### src/hw/rtl/sorted_priority_insert_queue_macros.svh
// Assertion macros for the sorted priority insert queue.
// Included by the single RTL file with concurrent assertions; no dependencies.
`ifndef SORTED_PRIORITY_INSERT_QUEUE_MACROS_SVH
`define SORTED_PRIORITY_INSERT_QUEUE_MACROS_SVH

// The consequent must hold in the same cycle as the antecedent.
`define SPIQ_ASSERT_SAME(label, clk, rst, ante, cons) \
   label: assert property (@(posedge clk) disable iff (rst) (ante) |-> (cons)) \
      else $error("spiq assertion failed");

// The consequent must hold in the cycle after the antecedent.
`define SPIQ_ASSERT_NEXT(label, clk, rst, ante, cons) \
   label: assert property (@(posedge clk) disable iff (rst) (ante) |=> (cons)) \
      else $error("spiq assertion failed");

`endif

### src/hw/rtl/spiq_pkg.sv
// Shared types and constants for the sorted priority insert queue.
// No dependencies; imported by every module of the block.
package spiq_pkg;

   localparam int DEPTH_DEFAULT      = 64;
   localparam int KEY_WIDTH_DEFAULT  = 16;
   localparam int DATA_WIDTH_DEFAULT = 32;

   localparam int SEQ_WIDTH   = 32;
   localparam int ITER_WIDTH  = 7;
   localparam int TOTAL_WIDTH = 40;
   localparam logic [TOTAL_WIDTH-1:0] TOTAL_MAX = '1;

   // Control handed from one cell to the next along the chain.
   typedef struct packed {
      logic keep;   // cell holds its entry, it sorts before the new one
      logic valid;  // cell holds an entry
   } link_type;

   typedef enum logic [1:0] {
      ST_IDLE,
      ST_ENCODE,
      ST_TOTAL
   } state_type;

endpackage

### src/hw/rtl/spiq_cell.sv
// One storage cell of the sorted chain: key, payload and occupied flag.
// Depends on spiq_pkg for the link_type that passes between neighbors.
module spiq_cell import spiq_pkg::*; #(
   parameter int KEY_WIDTH  = KEY_WIDTH_DEFAULT,
   parameter int DATA_WIDTH = DATA_WIDTH_DEFAULT,
   parameter bit IS_HEAD    = 1'b0
) (
   input  logic                         clock,
   input  logic                         reset,
   input  logic                         insert_en,
   input  logic signed [KEY_WIDTH-1:0]  new_key,
   input  logic signed [DATA_WIDTH-1:0] new_data,
   input  link_type                     left_link,
   input  logic signed [KEY_WIDTH-1:0]  left_key,
   input  logic signed [DATA_WIDTH-1:0] left_data,
   input  logic                         right_lt,
   output link_type                     link_out,
   output logic signed [KEY_WIDTH-1:0]  key_out,
   output logic signed [DATA_WIDTH-1:0] data_out,
   output logic                         lt_out,
   output logic                         edge_out
);

   logic                         valid_ff, valid_in;
   logic signed [KEY_WIDTH-1:0]  key_ff, key_in;
   logic signed [DATA_WIDTH-1:0] data_ff, data_in;
   logic                         lt;
   logic                         keep;

   always_comb begin
      lt   = valid_ff && (key_ff < new_key);
      // A key equal to the head's key is placed right after the head.
      keep = valid_ff && (lt || (IS_HEAD && (key_ff == new_key)));

      valid_in = valid_ff;
      key_in   = key_ff;
      data_in  = data_ff;
      if (insert_en && !keep) begin
         valid_in = valid_ff | left_link.valid;
         if (left_link.keep) begin
            key_in  = new_key;
            data_in = new_data;
         end else begin
            key_in  = left_key;
            data_in = left_data;
         end
      end
   end

   always_ff @(posedge clock) begin
      if (reset) begin
         valid_ff <= 1'b0;
      end else begin
         valid_ff <= valid_in;
      end
   end

   always_ff @(posedge clock) begin
      key_ff  <= key_in;
      data_ff <= data_in;
   end

   assign link_out.keep  = keep;
   assign link_out.valid = valid_ff;
   assign key_out        = key_ff;
   assign data_out       = data_ff;
   assign lt_out         = lt;
   // The last cell below the new key marks how many keys are below it.
   assign edge_out       = lt && !right_lt;

endmodule

### src/hw/rtl/spiq_encoder.sv
// Turns the one-hot boundary of the below-key prefix into a count.
// Depends on spiq_pkg for default parameter values.
module spiq_encoder import spiq_pkg::*; #(
   parameter int DEPTH = DEPTH_DEFAULT,
   localparam int CNT_W = $clog2(DEPTH + 1)
) (
   input  logic             clock,
   input  logic             load,
   input  logic [DEPTH-1:0] edge_vec,
   output logic [CNT_W-1:0] count
);

   logic [CNT_W-1:0] count_ff, count_in;
   logic [CNT_W-1:0] acc;

   always_comb begin
      acc = '0;
      for (int i = 0; i < DEPTH; i++) begin
         acc = acc | (edge_vec[i] ? CNT_W'(i + 1) : '0);
      end
      // At least one step is counted even when nothing is below the key.
      count_in = (acc == '0) ? CNT_W'(1) : acc;
   end

   always_ff @(posedge clock) begin
      if (load) begin
         count_ff <= count_in;
      end
   end

   assign count = count_ff;

endmodule

### src/hw/rtl/sorted_priority_insert_queue.sv
// Sorted priority insert queue: keeps up to DEPTH entries ordered by key.
// Usage: drive req_valid with req_data_value and req_priority_key; the request
// is taken at a clock edge where req_valid is high and req_stall is low.
// The entry is placed in key order in the same cycle, and each request gives
// one result on the rsp_ channel: its sequence number, the count of stored
// keys below its key (at least 1), the saturating running total of counts,
// and a flag when the store was full and the entry was dropped.
// The result is built in order by the cell compare (its boundary registered),
// the registered count encoder and the total adder, which writes the output
// register. One request is in flight at a time: a new request is taken only
// after the previous result has been written to the output register.
// A finished result sits in the output register; while rsp_stall holds it,
// the next request still passes the compare and encode steps and then waits.
// Reset (synchronous, active high) empties the store and clears the sequence
// number and the total; no clearing pass is needed.
// Depends on spiq_pkg, spiq_cell, spiq_encoder and the macros header.
`include "sorted_priority_insert_queue_macros.svh"

module sorted_priority_insert_queue import spiq_pkg::*; #(
   parameter int DEPTH      = DEPTH_DEFAULT,
   parameter int KEY_WIDTH  = KEY_WIDTH_DEFAULT,
   parameter int DATA_WIDTH = DATA_WIDTH_DEFAULT
) (
   input  logic                         clock,
   input  logic                         reset,
   input  logic                         req_valid,
   output logic                         req_stall,
   input  logic signed [DATA_WIDTH-1:0] req_data_value,
   input  logic signed [KEY_WIDTH-1:0]  req_priority_key,
   output logic                         rsp_valid,
   input  logic                         rsp_stall,
   output logic [SEQ_WIDTH-1:0]         rsp_insert_number,
   output logic [ITER_WIDTH-1:0]        rsp_iteration_count,
   output logic [TOTAL_WIDTH-1:0]       rsp_running_total,
   output logic                         rsp_dropped_full
);

   localparam int CNT_W = $clog2(DEPTH + 1);

   state_type              state_ff, state_in;
   logic [SEQ_WIDTH-1:0]   seq_ff, seq_in;
   logic [TOTAL_WIDTH-1:0] total_ff, total_in;
   logic [SEQ_WIDTH-1:0]   number_ff, number_in;
   logic                   dropped_ff, dropped_in;
   logic [DEPTH-1:0]       edge_ff, edge_in;
   logic                   rsp_valid_ff, rsp_valid_in;
   logic [SEQ_WIDTH-1:0]   rsp_number_ff, rsp_number_in;
   logic [ITER_WIDTH-1:0]  rsp_count_ff, rsp_count_in;
   logic [TOTAL_WIDTH-1:0] rsp_total_ff, rsp_total_in;
   logic                   rsp_dropped_ff, rsp_dropped_in;

   logic                   accept;
   logic                   full;
   logic                   insert_en;
   logic                   encode_load;
   logic [CNT_W-1:0]       count;
   logic [TOTAL_WIDTH:0]   total_sum;
   logic [CNT_W-1:0]       fill_count;

   link_type                     link      [DEPTH+1];
   logic signed [KEY_WIDTH-1:0]  key_chain [DEPTH+1];
   logic signed [DATA_WIDTH-1:0] data_chain[DEPTH+1];
   logic [DEPTH:0]               lt_vec;
   logic [DEPTH-1:0]             valid_vec;
   logic [DEPTH-1:0]             edge_vec;

   // The head cell always sees a kept, valid neighbor on its left.
   assign link[0].keep  = 1'b1;
   assign link[0].valid = 1'b1;
   assign key_chain[0]  = req_priority_key;
   assign data_chain[0] = req_data_value;
   assign lt_vec[DEPTH] = 1'b0;

   for (genvar i = 0; i < DEPTH; i++) begin : g_cell
      spiq_cell #(
         .KEY_WIDTH  (KEY_WIDTH),
         .DATA_WIDTH (DATA_WIDTH),
         .IS_HEAD    (i == 0)
      ) u_cell (
         .clock      (clock),
         .reset      (reset),
         .insert_en  (insert_en),
         .new_key    (req_priority_key),
         .new_data   (req_data_value),
         .left_link  (link[i]),
         .left_key   (key_chain[i]),
         .left_data  (data_chain[i]),
         .right_lt   (lt_vec[i+1]),
         .link_out   (link[i+1]),
         .key_out    (key_chain[i+1]),
         .data_out   (data_chain[i+1]),
         .lt_out     (lt_vec[i]),
         .edge_out   (edge_vec[i])
      );
      assign valid_vec[i] = link[i+1].valid;
   end

   spiq_encoder #(
      .DEPTH (DEPTH)
   ) u_encoder (
      .clock    (clock),
      .load     (encode_load),
      .edge_vec (edge_ff),
      .count    (count)
   );

   assign full       = valid_vec[DEPTH-1];
   assign accept     = req_valid && !req_stall;
   assign insert_en  = accept && !full;
   assign total_sum  = {1'b0, total_ff} + (TOTAL_WIDTH + 1)'(count);
   assign fill_count = CNT_W'($countones(valid_vec));

   always_comb begin
      state_in       = state_ff;
      seq_in         = seq_ff;
      total_in       = total_ff;
      number_in      = number_ff;
      dropped_in     = dropped_ff;
      edge_in        = edge_ff;
      rsp_valid_in   = rsp_valid_ff && rsp_stall;
      rsp_number_in  = rsp_number_ff;
      rsp_count_in   = rsp_count_ff;
      rsp_total_in   = rsp_total_ff;
      rsp_dropped_in = rsp_dropped_ff;
      req_stall      = (state_ff != ST_IDLE);
      encode_load    = 1'b0;

      case (state_ff)
         ST_IDLE: begin
            if (req_valid) begin
               number_in  = seq_ff;
               seq_in     = seq_ff + SEQ_WIDTH'(1);
               dropped_in = full;
               edge_in    = edge_vec;
               state_in   = ST_ENCODE;
            end
         end
         ST_ENCODE: begin
            encode_load = 1'b1;
            state_in    = ST_TOTAL;
         end
         ST_TOTAL: begin
            // Wait here while the previous result is still held.
            if (!(rsp_valid_ff && rsp_stall)) begin
               total_in       = total_sum[TOTAL_WIDTH] ? TOTAL_MAX
                                                       : total_sum[TOTAL_WIDTH-1:0];
               rsp_valid_in   = 1'b1;
               rsp_number_in  = number_ff;
               rsp_count_in   = ITER_WIDTH'(count);
               rsp_total_in   = total_in;
               rsp_dropped_in = dropped_ff;
               state_in       = ST_IDLE;
            end
         end
         default: begin
            state_in = ST_IDLE;
         end
      endcase
   end

   always_ff @(posedge clock) begin
      if (reset) begin
         state_ff     <= ST_IDLE;
         seq_ff       <= '0;
         total_ff     <= '0;
         rsp_valid_ff <= 1'b0;
      end else begin
         state_ff     <= state_in;
         seq_ff       <= seq_in;
         total_ff     <= total_in;
         rsp_valid_ff <= rsp_valid_in;
      end
   end

   always_ff @(posedge clock) begin
      number_ff      <= number_in;
      dropped_ff     <= dropped_in;
      edge_ff        <= edge_in;
      rsp_number_ff  <= rsp_number_in;
      rsp_count_ff   <= rsp_count_in;
      rsp_total_ff   <= rsp_total_in;
      rsp_dropped_ff <= rsp_dropped_in;
   end

   assign rsp_valid           = rsp_valid_ff;
   assign rsp_insert_number   = rsp_number_ff;
   assign rsp_iteration_count = rsp_count_ff;
   assign rsp_running_total   = rsp_total_ff;
   assign rsp_dropped_full    = rsp_dropped_ff;

   // Occupied cells always form an unbroken run from the head.
   `SPIQ_ASSERT_SAME(a_valid_prefix, clock, reset, 1'b1, ((valid_vec >> 1) & ~valid_vec) == '0)
   // A stored request adds exactly one occupied cell.
   `SPIQ_ASSERT_NEXT(a_insert_grows, clock, reset, insert_en, fill_count == $past(fill_count) + 1'b1)
   // A dropped request leaves the store untouched.
   `SPIQ_ASSERT_NEXT(a_drop_keeps, clock, reset, accept && full, $stable(valid_vec))
   // Keys below the new one form a prefix, so at most one boundary is marked.
   `SPIQ_ASSERT_SAME(a_edge_onehot, clock, reset, state_ff == ST_ENCODE, $onehot0(edge_ff))
   // Every taken request moves on to the count encoder.
   `SPIQ_ASSERT_NEXT(a_accept_encode, clock, reset, accept, state_ff == ST_ENCODE)

endmodule

### config.mk
export PLATFORM = sky130hd
export DESIGN_NAME = sorted_priority_insert_queue
export DESIGN_NICKNAME = d
export VERILOG_FILES = /design/src/hw/rtl/spiq_pkg.sv /design/src/hw/rtl/spiq_cell.sv /design/src/hw/rtl/spiq_encoder.sv /design/src/hw/rtl/sorted_priority_insert_queue.sv
export VERILOG_INCLUDE_DIRS = /design/src /design/src/hw/rtl
export SDC_FILE = /design/constraint.sdc
export NUM_CORES = 2
export LEC_CHECK = 0
export BUFFER_PORTS_ARGS = -buffer_cell sky130_fd_sc_hd__buf_2
export CORE_MARGIN = 2
export CORE_UTILIZATION = 50
export DETAILED_ROUTE_END_ITERATION = 10
export PLACE_DENSITY = 0.72
export SLEW_MARGIN = 30
export SYNTH_ARGS = -nofsm -noshare
export SYNTH_HDL_FRONTEND = slang
export SYNTH_HIERARCHICAL = 1
export SYNTH_SLANG_ARGS = --single-unit
### constraint.sdc
create_clock -name clock -period 10.2 [get_ports clock]
set_input_delay 0.51 -clock clock [delete_from_list [all_inputs] [get_ports clock]]
set_output_delay 0.51 -clock clock [all_outputs]
set_load 0.02 [all_outputs]
; Yosys cells after proc, flatten, opt, wreduce, memory -nomap -nowiden
; Cells that the tools add are included.
[word_totals]
wordCells = 865
ff_bits = 1347
out_inout_bits = 82
[classes]
n_mux = 133
bitwise = 127
order_cmp = 64
reduce_logical = 394
eq_ne = 5
addsub = 2
[op_table]
columns = operator, count
row1 = $lt A16 B16 Y1, 64
row2 = $mux W16, 63
row3 = $or A7 B7 Y7, 63
row4 = $logic_and A1 B1 Y1, 258
row5 = $mux W6, 32
row6 = $logic_not A1 Y1, 129
row7 = $mux W5, 16
row8 = $or A1 B1 Y1, 63
row9 = $add A40 B7 Y41, 1
row10 = $mux W40, 1
row11 = $add A32 B1 Y32 const B, 1
row12 = $mux W4, 8
row13 = $eq A16 B16 Y1, 1
row14 = $mux W3, 4
row15 = $mux W2, 4
row16 = $logic_not A7 Y1, 1
row17 = $mux W7, 1
row18 = $pmux W2 S3, 1
row19 = $reduce_and A2 Y1, 3
row20 = $ne A2 B2 Y1 const B, 2
row21 = $mux W1, 3
row22 = $eq A2 B1 Y1 const B, 1
row23 = $eq A2 B2 Y1 const B, 1
row24 = $logic_not A2 Y1, 1
row25 = other kinds (3), 3

; Depth between registers and ports, before layout
[depth]
depth_word = 65
ltp_mapped = 11

; Hierarchy
; Netlist, hierarchy kept.
[modules_own_cells]
columns = module, seq_area_each_um2, area_per_inst_um2, instances, cells_each
row1 = spiq_cell (g_cell[10].u_cell ...), 1461.4, 2527.4, 44, 170
row2 = spiq_cell (g_cell[50].u_cell ...), 1461.4, 2502.4, 19, 168
row3 = sorted_priority_insert_queue, 6816.5, 9741.8, 1, 745
row4 = spiq_cell (g_cell[0].u_cell), 1461.4, 2497.4, 1, 172
row5 = spiq_encoder, 210.2, 545.5, 1, 64

; Least setup slack after synthesis
; OpenSTA, ideal clock, no wires.
[synth_timing]
path_kind = input port to flip-flop
from = input req_valid
to = register g_cell[10].u_cell/data_out[0] (netlist name)
setup_ns = 0.474
arrival_ns = 8.871
path_stages = 5
n_path_buf = 1
slack_ns = 0.855
t_required_ns = 9.726
path_cell_list = or3b_1 clkbuf_1 nor2_1 nand2_1 mux2i_1
[synth_lines]
columns = element, line
row1 = "start, declared", sorted_priority_insert_queue.sv:26  ; input logic req_valid,

; Worst setup path in the final report
[layout_timing]
from = register state_ff[1]
to = register g_cell[29].u_cell.key_ff[3] (enable)
[layout_via]
elab_chain_cells = 5
[layout_lines]
columns = element, line
row1 = "start, declared", sorted_priority_insert_queue.sv:40  ; state_type state_ff, state_in;
row2 = "start signal, assigned", sorted_priority_insert_queue.sv:168  ; state_ff <= state_in;
row3 = $reduce_bool A2 Y1, sorted_priority_insert_queue.sv:125  ; req_stall = (state_ff != ST_IDLE);
row4 = $logic_not A1 Y1, sorted_priority_insert_queue.sv:108  ; assign accept = req_valid && !req_stall;
row5 = $logic_and A1 B1 Y1, sorted_priority_insert_queue.sv:108
row6 = $logic_and A1 B1 Y1, sorted_priority_insert_queue.sv:109  ; assign insert_en = accept && !full;
row7 = net insert_en, sorted_priority_insert_queue.sv:54  ; logic insert_en;
row8 = $logic_and A1 B1 Y1, spiq_cell.sv:38  ; if (insert_en && !keep) begin
row9 = "end signal, assigned", spiq_cell.sv:59  ; key_ff <= key_in;
row10 = "end, declared", spiq_cell.sv:25  ; logic signed [KEY_WIDTH-1:0] key_ff, key_in;
; The timed path passes the listed nets, and every way through them passes these cells.
; A chain may end at the register's enable or synchronous reset.

==> flow_metrics.env <==
export IMPL_status="finished clean"
export IMPL_finalSetupViolations=0
export IMPL_r2r_start="state_ff[1]$_SDFFE_PP0P_"
export IMPL_min_path_type="input pin to register"
export IMPL_grt_pass1_vias=57226
export IMPL_max_stage_delay_ps=730
export IMPL_leakage_nw=38.85
export IMPL_hold_start="reset"
export IMPL_finalMaxSlewViolations=0
export IMPL_period_minus_slack_ps=3881
export IMPL_ios=134
export IMPL_wl_um=189600
export IMPL_wire_per_inst_um=19.13
export IMPL_dr_pass1_iters=5
export IMPL_swShare_pct=26.03
export IMPL_grt_pass1_wl_um=303200
export IMPL_cp_start_kind="register"
export IMPL_viasPerCell=5.670
export IMPL_die_x_um=419.6
export IMPL_p_switching_mw=3.825
export IMPL_max_freq_ghz=0.2577
export IMPL_min_period_over_period_pct=38.05
export IMPL_grt_ovfl_total=0
export IMPL_cp_end_kind="register"
export IMPL_path_buf_inv=3
export IMPL_critPathMostFrequentCell="buf_4"
export IMPL_clockRootBuffer="clkbuf_16"
export IMPL_io_buffers=101
export IMPL_insertion_delay_ps=790
export IMPL_maxCapViolCount=0
export IMPL_htreeDepth=4
export IMPL_crit_family="buffers and inverters"
export IMPL_cp_max_fo=73
export IMPL_coreArea_um2=171500
export IMPL_grtUsageTotal_pct=21.30
export IMPL_skew_ps=30.56
export IMPL_vias=56204
export IMPL_die_area_um2=176100
export IMPL_critical_path_class="register to register"
export IMPL_ys_warn_count=6
export IMPL_area_delta_synth_final_pct=8.981
export IMPL_peakVddDrop_uv=156.2
export IMPL_tightest_slew_ps=1002
export IMPL_powerDensity_nw_per_um2=156.1
export IMPL_syn_area_per_cell_um2=11.63
export IMPL_slowest_stage="buf_4"
export IMPL_critPathArrivalTime_ps=4340
export IMPL_drive_gt1_share_pct=22.00
export IMPL_syn_inst=7427
export IMPL_intPower_mw=10.87
export IMPL_hold_viol_final=0
export IMPL_globalplace_congestion=0.8553
export IMPL_cts_tree="yes"
export IMPL_p_comb_share_pct=15.3
export IMPL_r2r_slack_ps=6320
export IMPL_finalPower_mw=14.70
export IMPL_cts_sinks=1347
export IMPL_slew_headroom_pct=32.70
export IMPL_crit_chain="or3b_1 > nor2_4 > buf_4 > buf_4 > nand2_1 > mux2i_1 > buf_4"
export IMPL_startpoint="state_ff[1]$_SDFFE_PP0P_"
export IMPL_dpl_hpwl_um=133900
export IMPL_rows=152
export IMPL_layout_nets=8497
export IMPL_clk_pin_slew_ps=50
export IMPL_grt_max_degree=95
export IMPL_clockBufferDepth=3
export IMPL_die_y_um=419.6
export IMPL_clock_power_share_pct=37.6
export IMPL_drt_iter0_drc=3619
export IMPL_drc=0
export IMPL_worst_ep_required_time_ps=10660
export IMPL_antenna_diode_count=0
export IMPL_fin_setup_tns_ps=0
export IMPL_syn_area_um2=86370
export IMPL_antenna_found_initial=2
export IMPL_p_seq_share_pct=47.1
export IMPL_cts_buffers_inserted=153
export IMPL_initial_core_util_pct=50.35
export IMPL_rsz0062_at_grt="false"
export IMPL_final_antenna_net_count=0
placed cells by master, fill, tap and decap left out, types with 21 or more instances in the layout:
master	count
inv_1	1022
xnor2_1	41
nand3_1	26
nor2_1	299
nand2_1	374
a21o_1	68
clkinv_2	23
o21ai_0	143
a311oi_2	44
clkbuf_1	40
nor3_1	65
mux2i_1	89
nand2b_4	44
a2111oi_4	44
mux2_2	848
nand3b_1	46
or4_4	21
a21oi_1	497
buf_2	84
o31ai_2	38
or2b_2	44
nor4_1	25
and2_1	25
mux2_1	176
or2_1	44
o21a_1	38
nand2b_1	130
dfxtp_1	139
a211o_1	21
nand4_1	238
edfxtp_1	1208
buf_4	143
clkbuf_16	159
o21bai_1	39
nand3_2	44
ha_1	969
sequential cells by signal, summed over array words and instances (netlist names):
register and count:
rsp_dropped_full 1, rsp_valid 1, state_ff 2, dropped_ff 1, total_ff 40, number_ff 32
seq_ff 32, g_cell.u_cell/key_out 1024, g_cell.u_cell/valid_ff 64, edge_ff 64, rsp_running_total 40, rsp_insert_number 32
u_encoder/count 7, rsp_iteration_count 7
routing by layer:
metal / vias to the layer above / part of all wire (%) / GRT usage (%) / wire length (um)
met3: 354 / 4.9 / 3.037 / 9318
met5: - / 0 / 0 / 0
li1: 26958 / - / - / -
met2: 1303 / 48 / 36.53 / 91500
met4: 0 / 2.8 / 7.017 / 5371
met1: 27589 / 44 / 27.61 / 83420
cell type report:
cell class | instances | area (um2)
fillers | 14049 | 77410
multi-input cells | 4703 | 41550
flip-flops and latches | 1347 | 39060
clock buffers | 211 | 4294
inverters | 1024 | 3849
well taps | 2310 | 2890
repair buffers | 246 | 1735
clock inverters | 72 | 752.0
stage by stage:
stage	instances	hold slack [ps]	area, um2	worst slack [ps]	utilization, %
2_1_floorplan	7429	400.3	86380	2537	-
3_3_place_gp	9629	402.9	89070	5613	51.92
3_5_place_dp	9629	404.5	89070	5560	51.92
4_1_cts	9913	108.2	94130	6331	54.87
5_1_grt	9913	130.0	94130	6078	54.87
6_report	9913	154.2	94130	6319	54.87
path summary, 6_finish.rpt:
path / end / cells past startpoint
worst min register to register: rsp_insert_number[19]$_DFFE_PP_ / 0
worst max register to register: g_cell[29].u_cell/key_out[3]$_DFFE_PP_ / 7
worst max-delay path: g_cell[29].u_cell/key_out[3]$_DFFE_PP_ / 7
worst min-delay path: g_cell[13].u_cell/valid_ff$_SDFFE_PP0P_ / 2
repair_timing:
action,4_1_cts,5_1_grt
hold endpoints to repair,2,0
gates resized for setup,0,0
hold buffers,1,0
setup buffers,0,0
power groups by stage:
| stage | clock network (mW) | logic, mW | registers [mW] |
|---|---|---|---|
| floorplan | 0 | 1.62 | 6.90 |
| global placement | 0 | 2.09 | 7.02 |
| detailed placement | 0 | 2.22 | 7.03 |
| CTS | 5.66 | 2.25 | 6.92 |
| global route | 5.85 | 2.52 | 6.97 |
| finish | 5.53 | 2.25 | 6.92 |
worst register-to-register path, stage by stage (launching register included):
cell     delay (ps)
dfxtp_1         330
or3b_1          600
nor2_4          380
buf_4           730
buf_4           610
nand2_1         100
mux2i_1         510
buf_4           320
(Power assumes the default switching activity.)
